**src/sv/sdtq_pkg.sv**
```systemverilog
// Shared types and constants of the sorted deadline timeout queue.
`timescale 1ns / 1ps
package sdtq_pkg;

    localparam int TASK_W = 4;
    localparam int WAKE_W = 32;
    localparam int OUT_DATA_W = 40;

    localparam logic ACTION_SET  = 1'b0;
    localparam logic ACTION_TICK = 1'b1;

    typedef struct packed {
        logic              accepted;
        logic              expired_valid;
        logic [TASK_W-1:0] expired_task;
        logic              reschedule;
        logic              wake_armed;
        logic [WAKE_W-1:0] next_wake;
        logic              last;
    } t_result;

endpackage

```
**src/sv/sdtq_front.sv**
```systemverilog
// Front end: unpacks and classifies input transfers into a two-entry queue.
`timescale 1ns / 1ps
module sdtq_front #(
    parameter int TIME_BITS = 32
) (
    input  logic                        i_clk,
    input  logic                        i_rst_n,
    input  logic                        i_valid,
    output logic                        o_ready,
    input  logic                        i_action,
    input  logic [sdtq_pkg::TASK_W-1:0] i_task,
    input  logic [TIME_BITS-1:0]        i_deadline,
    input  logic [TIME_BITS-1:0]        i_now,
    output logic                        o_valid,
    input  logic                        i_ready,
    output logic                        o_tick,
    output logic                        o_reject,
    output logic [sdtq_pkg::TASK_W-1:0] o_task,
    output logic [TIME_BITS-1:0]        o_deadline,
    output logic [TIME_BITS-1:0]        o_now
);

    logic                        r_tick [2];
    logic                        r_rej  [2];
    logic [sdtq_pkg::TASK_W-1:0] r_task [2];
    logic [TIME_BITS-1:0]        r_dl   [2];
    logic [TIME_BITS-1:0]        r_now  [2];
    logic                        r_wptr, r_rptr;
    logic [1:0]                  r_cnt;
    logic [TIME_BITS-1:0]        w_diff;
    logic                        w_push, w_pop;

    // A set is refused unless now lies strictly before the deadline.
    assign w_diff  = i_now - i_deadline;
    assign o_ready = (r_cnt != 2'd2);
    assign o_valid = (r_cnt != 2'd0);
    assign w_push  = i_valid && o_ready;
    assign w_pop   = o_valid && i_ready;

    assign o_tick     = r_tick[r_rptr];
    assign o_reject   = r_rej[r_rptr];
    assign o_task     = r_task[r_rptr];
    assign o_deadline = r_dl[r_rptr];
    assign o_now      = r_now[r_rptr];

    always_ff @(posedge i_clk) begin
        if (w_push) begin
            r_tick[r_wptr] <= (i_action == sdtq_pkg::ACTION_TICK);
            r_rej[r_wptr]  <= !w_diff[TIME_BITS-1];
            r_task[r_wptr] <= i_task;
            r_dl[r_wptr]   <= i_deadline;
            r_now[r_wptr]  <= i_now;
        end
    end

    always_ff @(posedge i_clk) begin
        if (!i_rst_n) begin
            r_wptr <= 1'b0;
            r_rptr <= 1'b0;
            r_cnt  <= 2'd0;
        end else begin
            if (w_push) r_wptr <= ~r_wptr;
            if (w_pop)  r_rptr <= ~r_rptr;
            r_cnt <= r_cnt + {1'b0, w_push} - {1'b0, w_pop};
        end
    end

endmodule

```
**src/sv/sdtq_back.sv**
```systemverilog
// Back end: sequencer over the sorted entry memory, producing result transfers.
`timescale 1ns / 1ps
module sdtq_back #(
    parameter int MAX_TASKS = 16,
    parameter int TIME_BITS = 32
) (
    input  logic                        i_clk,
    input  logic                        i_rst_n,
    input  logic                        i_valid,
    output logic                        o_ready,
    input  logic                        i_tick,
    input  logic                        i_reject,
    input  logic [sdtq_pkg::TASK_W-1:0] i_task,
    input  logic [TIME_BITS-1:0]        i_deadline,
    input  logic [TIME_BITS-1:0]        i_now,
    output logic                        o_valid,
    input  logic                        i_ready,
    output sdtq_pkg::t_result           o_result
);

    localparam int AW    = (MAX_TASKS > 1) ? $clog2(MAX_TASKS) : 1;
    localparam int CNT_W = $clog2(MAX_TASKS + 1);

    typedef enum logic [3:0] {
        S_IDLE, S_F_RD, S_F_CMP, S_CHK, S_R_RD, S_R_WR, S_P_RD, S_P_CMP,
        S_U_RD, S_U_WR, S_T_HEAD, S_T_CMP, S_FIN_RD, S_FIN_OUT
    } t_state;

    logic [TIME_BITS-1:0]        m_dl   [MAX_TASKS];
    logic [sdtq_pkg::TASK_W-1:0] m_task [MAX_TASKS];

    t_state                      r_state;
    logic [CNT_W-1:0]            r_count, r_idx, r_pos;
    logic                        r_tick, r_found, r_any, r_acc;
    logic [sdtq_pkg::TASK_W-1:0] r_task;
    logic [TIME_BITS-1:0]        r_dl, r_now;
    logic [TIME_BITS-1:0]        r_rd_dl;
    logic [sdtq_pkg::TASK_W-1:0] r_rd_task;
    logic                        r_out_valid;
    sdtq_pkg::t_result           r_out;

    logic [AW-1:0]               w_raddr, w_waddr;
    logic                        w_we;
    logic [TIME_BITS-1:0]        w_wdl;
    logic [sdtq_pkg::TASK_W-1:0] w_wtask;
    logic [CNT_W-1:0]            w_idx_inc, w_idx_dec;
    logic [TIME_BITS-1:0]        w_d_new, w_d_now;
    logic                        w_load_ok;
    logic                        w_out_load;
    logic [sdtq_pkg::WAKE_W-1:0] w_nw;

    assign w_idx_inc = r_idx + 1'b1;
    assign w_idx_dec = r_idx - 1'b1;
    assign w_d_new   = r_dl - r_rd_dl;
    assign w_d_now   = r_now - r_rd_dl;
    assign w_load_ok = !r_out_valid || i_ready;
    // An expiry or a final result is loaded into the output register.
    assign w_out_load = w_load_ok &&
                        (((r_state == S_T_CMP) && !w_d_now[TIME_BITS-1]) ||
                         (r_state == S_FIN_OUT));
    assign o_ready   = (r_state == S_IDLE);
    assign o_valid   = r_out_valid;
    assign o_result  = r_out;

    generate
        if (TIME_BITS >= sdtq_pkg::WAKE_W) begin : g_nw_cut
            assign w_nw = r_rd_dl[sdtq_pkg::WAKE_W-1:0];
        end else begin : g_nw_pad
            assign w_nw = {{(sdtq_pkg::WAKE_W-TIME_BITS){1'b0}}, r_rd_dl};
        end
    endgenerate

    always_comb begin
        w_raddr = '0;
        w_we    = 1'b0;
        w_waddr = r_idx[AW-1:0];
        w_wdl   = r_rd_dl;
        w_wtask = r_rd_task;
        case (r_state)
            S_F_RD, S_P_RD: w_raddr = r_idx[AW-1:0];
            S_R_RD:         w_raddr = w_idx_inc[AW-1:0];
            S_R_WR, S_U_WR: w_we = 1'b1;
            S_U_RD: begin
                if (r_idx > r_pos) begin
                    w_raddr = w_idx_dec[AW-1:0];
                end else begin
                    w_we    = 1'b1;
                    w_waddr = r_pos[AW-1:0];
                    w_wdl   = r_dl;
                    w_wtask = r_task;
                end
            end
            default: w_raddr = '0;
        endcase
    end

    always_ff @(posedge i_clk) begin
        if (w_we) begin
            m_dl[w_waddr]   <= w_wdl;
            m_task[w_waddr] <= w_wtask;
        end
        r_rd_dl   <= m_dl[w_raddr];
        r_rd_task <= m_task[w_raddr];
    end

    always_ff @(posedge i_clk) begin
        if (!i_rst_n) begin
            r_state     <= S_IDLE;
            r_count     <= '0;
            r_out_valid <= 1'b0;
        end else begin
            if (w_out_load)   r_out_valid <= 1'b1;
            else if (i_ready) r_out_valid <= 1'b0;
            case (r_state)
                S_IDLE: begin
                    if (i_valid) begin
                        r_tick  <= i_tick;
                        r_task  <= i_task;
                        r_dl    <= i_deadline;
                        r_now   <= i_now;
                        r_any   <= 1'b0;
                        r_found <= 1'b0;
                        r_acc   <= 1'b0;
                        r_idx   <= '0;
                        if (i_tick)        r_state <= S_T_HEAD;
                        else if (i_reject) r_state <= S_FIN_RD;
                        else               r_state <= S_F_RD;
                    end
                end
                S_F_RD: r_state <= (r_idx >= r_count) ? S_CHK : S_F_CMP;
                S_F_CMP: begin
                    if (r_rd_task == r_task) begin
                        r_found <= 1'b1;
                        r_state <= S_CHK;
                    end else begin
                        r_idx   <= w_idx_inc;
                        r_state <= S_F_RD;
                    end
                end
                S_CHK: begin
                    if ((r_count == CNT_W'(MAX_TASKS)) && !r_found) begin
                        r_state <= S_FIN_RD;
                    end else if (r_found) begin
                        r_state <= S_R_RD;
                    end else begin
                        r_idx   <= '0;
                        r_state <= S_P_RD;
                    end
                end
                S_R_RD: begin
                    if (w_idx_inc < r_count) begin
                        r_state <= S_R_WR;
                    end else begin
                        r_count <= r_count - 1'b1;
                        r_idx   <= '0;
                        r_state <= r_tick ? S_T_HEAD : S_P_RD;
                    end
                end
                S_R_WR: begin
                    r_idx   <= w_idx_inc;
                    r_state <= S_R_RD;
                end
                S_P_RD: begin
                    if (r_idx >= r_count) begin
                        r_pos   <= r_count;
                        r_idx   <= r_count;
                        r_state <= S_U_RD;
                    end else begin
                        r_state <= S_P_CMP;
                    end
                end
                S_P_CMP: begin
                    if (w_d_new[TIME_BITS-1]) begin
                        r_pos   <= r_idx;
                        r_idx   <= r_count;
                        r_state <= S_U_RD;
                    end else begin
                        r_idx   <= w_idx_inc;
                        r_state <= S_P_RD;
                    end
                end
                S_U_RD: begin
                    if (r_idx > r_pos) begin
                        r_state <= S_U_WR;
                    end else begin
                        r_count <= r_count + 1'b1;
                        r_acc   <= 1'b1;
                        r_state <= S_FIN_RD;
                    end
                end
                S_U_WR: begin
                    r_idx   <= w_idx_dec;
                    r_state <= S_U_RD;
                end
                S_T_HEAD: r_state <= (r_count == '0) ? S_FIN_RD : S_T_CMP;
                S_T_CMP: begin
                    if (w_d_now[TIME_BITS-1]) begin
                        r_state <= S_FIN_RD;
                    end else if (w_load_ok) begin
                        r_out       <= '{accepted: 1'b0, expired_valid: 1'b1,
                                         expired_task: r_rd_task, reschedule: 1'b0,
                                         wake_armed: 1'b0, next_wake: '0, last: 1'b0};
                        r_any       <= 1'b1;
                        r_idx       <= '0;
                        r_state     <= S_R_RD;
                    end
                end
                S_FIN_RD: r_state <= S_FIN_OUT;
                S_FIN_OUT: begin
                    if (w_load_ok) begin
                        r_out       <= '{accepted: r_acc, expired_valid: 1'b0,
                                         expired_task: '0, reschedule: r_any,
                                         wake_armed: (r_count != '0),
                                         next_wake: (r_count != '0) ? w_nw : '0,
                                         last: 1'b1};
                        r_state     <= S_IDLE;
                    end
                end
                default: r_state <= S_IDLE;
            endcase
        end
    end

endmodule

```
**src/sv/sorted_deadline_timeout_queue_unit.sv**
```systemverilog
// Top level of the sorted deadline timeout queue: stream ports, front and back ends.
`timescale 1ns / 1ps
// This block keeps up to MAX_TASKS task deadlines sorted in wrapping time
// order in a memory with one read and one write address. A set transfer
// queues a task deadline that lies strictly after the current time,
// replacing an earlier entry of the same task, and gives one result. A tick
// transfer gives one result for each queued task whose deadline has been
// reached, then a final result with the reschedule flag and the next wake
// deadline. Each input item is taken into a two-entry front queue, so the
// next item is accepted while a result still waits. The back end walks the
// memory one entry per step, each step a registered read followed by a
// compare or a write: a set looks for the task, closes the gap of a replaced
// entry, then finds its place and opens it; a tick, for each expired task,
// pulls the remaining entries forward.
module sorted_deadline_timeout_queue_unit #(
    parameter int MAX_TASKS = 16,
    parameter int TIME_BITS = 32
) (
    input  logic i_clk,
    input  logic i_rst_n,
    input  logic i_s_axis_tvalid,
    output logic o_s_axis_tready,
    // task_id [3:0], deadline, current_time, zero fill to whole bytes
    input  logic [((sdtq_pkg::TASK_W+2*TIME_BITS+7)/8)*8-1:0] i_s_axis_tdata,
    // action
    input  logic i_s_axis_tuser,
    output logic o_m_axis_tvalid,
    input  logic i_m_axis_tready,
    // accepted, expired_task[3:0], reschedule, wake_armed, next_wake[31:0], zero
    output logic [sdtq_pkg::OUT_DATA_W-1:0] o_m_axis_tdata,
    // expired_valid
    output logic o_m_axis_tuser,
    output logic o_m_axis_tlast
);

    localparam int DL_LO  = sdtq_pkg::TASK_W;
    localparam int NOW_LO = sdtq_pkg::TASK_W + TIME_BITS;

    logic                        w_q_valid, w_q_ready, w_q_tick, w_q_reject;
    logic [sdtq_pkg::TASK_W-1:0] w_q_task;
    logic [TIME_BITS-1:0]        w_q_dl, w_q_now;
    sdtq_pkg::t_result           w_res;

    // The front end classifies each transfer and flags sets whose deadline
    // has already been reached, so the back end can answer them at once.
    sdtq_front #(.TIME_BITS(TIME_BITS)) u_front (
        .i_clk      (i_clk),
        .i_rst_n    (i_rst_n),
        .i_valid    (i_s_axis_tvalid),
        .o_ready    (o_s_axis_tready),
        .i_action   (i_s_axis_tuser),
        .i_task     (i_s_axis_tdata[sdtq_pkg::TASK_W-1:0]),
        .i_deadline (i_s_axis_tdata[DL_LO+TIME_BITS-1:DL_LO]),
        .i_now      (i_s_axis_tdata[NOW_LO+TIME_BITS-1:NOW_LO]),
        .o_valid    (w_q_valid),
        .i_ready    (w_q_ready),
        .o_tick     (w_q_tick),
        .o_reject   (w_q_reject),
        .o_task     (w_q_task),
        .o_deadline (w_q_dl),
        .o_now      (w_q_now)
    );

    // The back end owns the sorted memory and the output register.
    sdtq_back #(.MAX_TASKS(MAX_TASKS), .TIME_BITS(TIME_BITS)) u_back (
        .i_clk      (i_clk),
        .i_rst_n    (i_rst_n),
        .i_valid    (w_q_valid),
        .o_ready    (w_q_ready),
        .i_tick     (w_q_tick),
        .i_reject   (w_q_reject),
        .i_task     (w_q_task),
        .i_deadline (w_q_dl),
        .i_now      (w_q_now),
        .o_valid    (o_m_axis_tvalid),
        .i_ready    (i_m_axis_tready),
        .o_result   (w_res)
    );

    assign o_m_axis_tdata = {1'b0, w_res.next_wake, w_res.wake_armed, w_res.reschedule,
                             w_res.expired_task, w_res.accepted};
    assign o_m_axis_tuser = w_res.expired_valid;
    assign o_m_axis_tlast = w_res.last;

endmodule

```
**config.mk**
```make
export PLATFORM = sky130hd
export DESIGN_NAME = sorted_deadline_timeout_queue_unit
export DESIGN_NICKNAME = d
export VERILOG_FILES = /design/src/sv/sdtq_pkg.sv /design/src/sv/sdtq_front.sv /design/src/sv/sdtq_back.sv /design/src/sv/sorted_deadline_timeout_queue_unit.sv
export SDC_FILE = /design/constraint.sdc
export NUM_CORES = 1
export LEC_CHECK = 0
export BUFFER_PORTS_ARGS = -buffer_cell sky130_fd_sc_hd__buf_2
export CAP_MARGIN = 20
export CORE_MARGIN = 1.5
export CORE_UTILIZATION = 25
export CTS_BUF_LIST = sky130_fd_sc_hd__clkbuf_16
export CTS_CLUSTER_SIZE = 20
export DETAILED_ROUTE_END_ITERATION = 7
export GPL_ROUTABILITY_DRIVEN = 1
export PLACE_DENSITY_LB_ADDON = 0.12
export SLEW_MARGIN = 20
export SYNTH_ARGS = -nofsm -noshare
export SYNTH_HDL_FRONTEND = slang
export SYNTH_HIERARCHICAL = 1
export SYNTH_SLANG_ARGS = --single-unit
export TNS_END_PERCENT = 20
```
**constraint.sdc**
```tcl
create_clock -name i_clk -period 6.3 [get_ports i_clk]
set_input_delay 1.26 -clock i_clk [delete_from_list [all_inputs] [get_ports i_clk]]
set_output_delay 1.26 -clock i_clk [all_outputs]
set_load 0.005 [all_outputs]
```
==> run summary <==
Initial antenna violation count = 3
ANT nets after route = 0
Tightest Hold Check Type = reg -> reg
IO Count = 121
Largest net degree at the start of global routing = 72
Hold WS = 532 ps
GPL Wtd Cong = 0.746
Peak supply drop = 299 µV
Crit Path Category = reg -> reg
Number of synthesized flops with an enable pin = 839
H-tree Lvls = 3
#FFs+latches synth = 890
Placed wire-length estimate = 57,900 µm
Worst skew pair latency = 690 ps
Syn_area_per_cell = 18.1 µm²
Static Leak = 0.0139 µW
Via count = 18,500
Die Ht = 383 µm
Nets = 2,379
Total CTS buffers = 97
Setup TNS after final layout = 0 ps
Fmax achieved = 215 MHz
Drc violations = 0
Worst slew pin tran = 1070 ps
Placed Instance Area = 39,400 µm²
Critical Path RT = 6620 ps
Initial DRT Pass Iterations = 5
Layout area overhead = 17.8%
CTS tree = built
Min Clock Period, post-route = 4640 ps
Post-layout instance area = 42,400 µm²
CP max stage cell = edfxtp_1
Worst setup EP type = flip-flop
Die ar. = 146,000 µm²
Critical Path Max Stage Delay = 730 ps
Fin crit share = 73.7%
Post-CTS Setup Bufs = 0
R2R cell count = 9
Post-synthesis cell type count = 66
Final Hold Viols = 0
RSZ-0062 raised after global routing = no
Reg-to-Reg End = u_back/m_dl[11][3]
Initial drt markers = 1,330
Final worst slack = 1660 ps
Fin. max-slew vios = 0
Share of cells above drive strength 1 = 25.7%
Vias in the first global route = 19,800
Final setup vio count = 0
CTS resizes = 0
Maxcap violations = 0
Clock slew at reported path FFs = 60 ps
PwrDens = 476 nW/µm²
Overall Global Routing Usage = 13.1%
Max-slew headroom = 28.8%
Global route overflow = 0
Detailed-route vias per instance = 4.44
Crit path DAT = 4960 ps
Post-Synthesis Net Count = 2,175
Top Family by Delay on Critical Path = compound AO/OA/AOI/OAI gates
Most common cell after layout, fill and taps aside = edfxtp_1
Clock skew = 26.6 ps
CP cell instances = ha_1 -> o21ai_0 -> a21oi_1 -> or3_1 -> a21oi_4 -> inv_1 -> o32a_1 -> nor2_4 -> buf_4
Synth warnings = 6
Area of the multi-input gates = 9260 µm²
Initial Utilization = 25.1%
Most frequent cells in the layout = edfxtp_1, mux4_2, buf_2, ha_1, nand2_1
Register area = 26,200 µm²
Sequential fraction of the synthesis area = 72.8%
Routed WL = 96,400 µm
Worst r2r src = u_back/r_idx[2]
Clock root buffer = clkbuf_16
Die Width = 383 µm
CP Max Fanout = 21
Row Count = 139
Clk sink count = 890
R2r setup slk = 1660 ps
Status = completed
Setup crit start kind = flip-flop
Async S/R FF share, synth = 0%
Fillers = 14,200
Worst hold path startpoint = u_front/r_task[1][2]
Hold Path Cell Cnt = 1
CTS hold repair buffers = 0
Worst Hold End = u_back/r_task[2]
First-pass GRT wire length = 139,000 µm
Pre-CTS WS = 1620 ps
Port bufs = 115
Core Box Area = 143,000 µm²
WL per Instance = 23.1 µm
CP bufs+invs = 2
Post-synth design cell area = 36,000 µm²
Max Root-Sink Buffers = 3
Post-Syn Instances = 1,985
Top FF cell, synth = edfxtp_1
Critical path origin = u_back/r_idx[2]
==> synthesized netlist by cell type (17+ instances only) <==
cell,count,share of area (%)
a21oi_1,56,0.78
a22oi_1,75,1.6
buf_2,26,0.36
clkbuf_1,30,0.31
dfxtp_1,51,2.8
edfxtp_1,839,70
ha_1,112,3.9
inv_1,82,0.85
mux2_2,80,2.5
mux4_2,144,9.0
nand2_1,111,1.2
nand3_1,22,0.31
nor2_1,63,0.66
nor3_1,39,0.54
o21ai_0,54,0.75
xnor2_1,17,0.41
==> sequential cells by signal, indices dropped and copies added (netlist names), 2 cells and up, named ones only <==
register and count:
u_back/r_now 32, u_front/r_rej 2, u_back/m_task 64, u_back/o_result 41, u_back/r_dl 32, u_back/r_task 4
u_back/r_count 5, u_back/r_idx 5, u_back/m_dl 512, u_front/r_task 8, u_back/r_rd_dl 32, u_front/r_tick 2
u_back/r_rd_task 4, u_back/r_state 4, u_back/r_pos 5, u_front/r_cnt 2, u_front/r_dl 64, u_front/r_now 64
==> how the worst max path moves through the flow <==
| stage | cells past startpoint | endpoint | slack [ps] |
|---|---|---|---|
| 6_report | 9 | u_back/m_dl[11][3] | 1660 |
| 5_1_grt | 9 | u_back/m_dl[11][3] | 1350 |
| 3_5_place_dp | 9 | u_back/m_dl[11][27] | 1620 |
| 4_1_cts | 9 | u_back/m_task[11][3] | 1590 |
| 2_1_floorplan | 2 | u_back/r_dl[0] | 1480 |
| 3_3_place_gp | 9 | u_back/m_dl[11][27] | 1630 |
==> layer usage <==
layer | GRT usage (%) | up-vias | wire length, µm | share of wire [%]
met4 | 4.33 | 0 | 2440 | 2.5
met1 | 17.6 | 9631 | 44100 | 46
met2 | 21.8 | 398 | 46500 | 48
li1 | - | 8362 | - | -
met5 | 0 | - | 0 | 0
met3 | 1.90 | 123 | 3430 | 3.6
==> worst register-to-register path, stage by stage (launching register included) <==
cell and delay (ps):
edfxtp_1 730, ha_1 350, o21ai_0 190, a21oi_1 90, or3_1 390, a21oi_4 480, inv_1 310, o32a_1 520
nor2_4 680, buf_4 530
==> logic make-up after synthesis <==
| group | count (synthesis) | share of synthesized area, % |
|---|---|---|
| XOR/XNOR | 25 | 0.608 |
| AO/OA/AOI/OAI | 259 | 4.85 |
| other | 1 | 0.0104 |
| adder cells (fa/ha/maj) | 113 | 3.95 |
| AND/OR/NAND/NOR | 312 | 4.10 |
| buffers and inverters | 158 | 2.11 |
| flip-flops | 890 | 72.8 |
| multiplexers | 227 | 11.6 |
==> cell type report <==
type,instances,share of cell area [%]
Clock buffer,101,5.96
Multi-Input combinational cell,937,21.8
Tap cell,1903,5.61
Clock inverter,79,1.24
Inverter,82,0.726
Antenna cell,1,0.00590
Timing Repair Buffer,181,2.82
Sequential cell,890,61.8
==> metrics by stage <==
| stage | std cells | utilization [%] | total power, µW |
|---|---|---|---|
| floorplan | 1985 | - | 12600 |
| global placement | 3993 | 27.5 | 14900 |
| detailed placement | 3993 | 27.5 | 15000 |
| CTS | 4173 | 29.6 | 20600 |
| global route | 4174 | 29.6 | 21300 |
| finish | 4174 | 29.6 | 20200 |
==> where the power goes <==
part	total [µW]	switching (µW)	internal, µW
sequential	8350	350	8000
clock	5450	2320	3130
combinational	6400	4020	2390
total	20200	6690	13500
No activity file was read; power rests on OpenSTA's default activity.
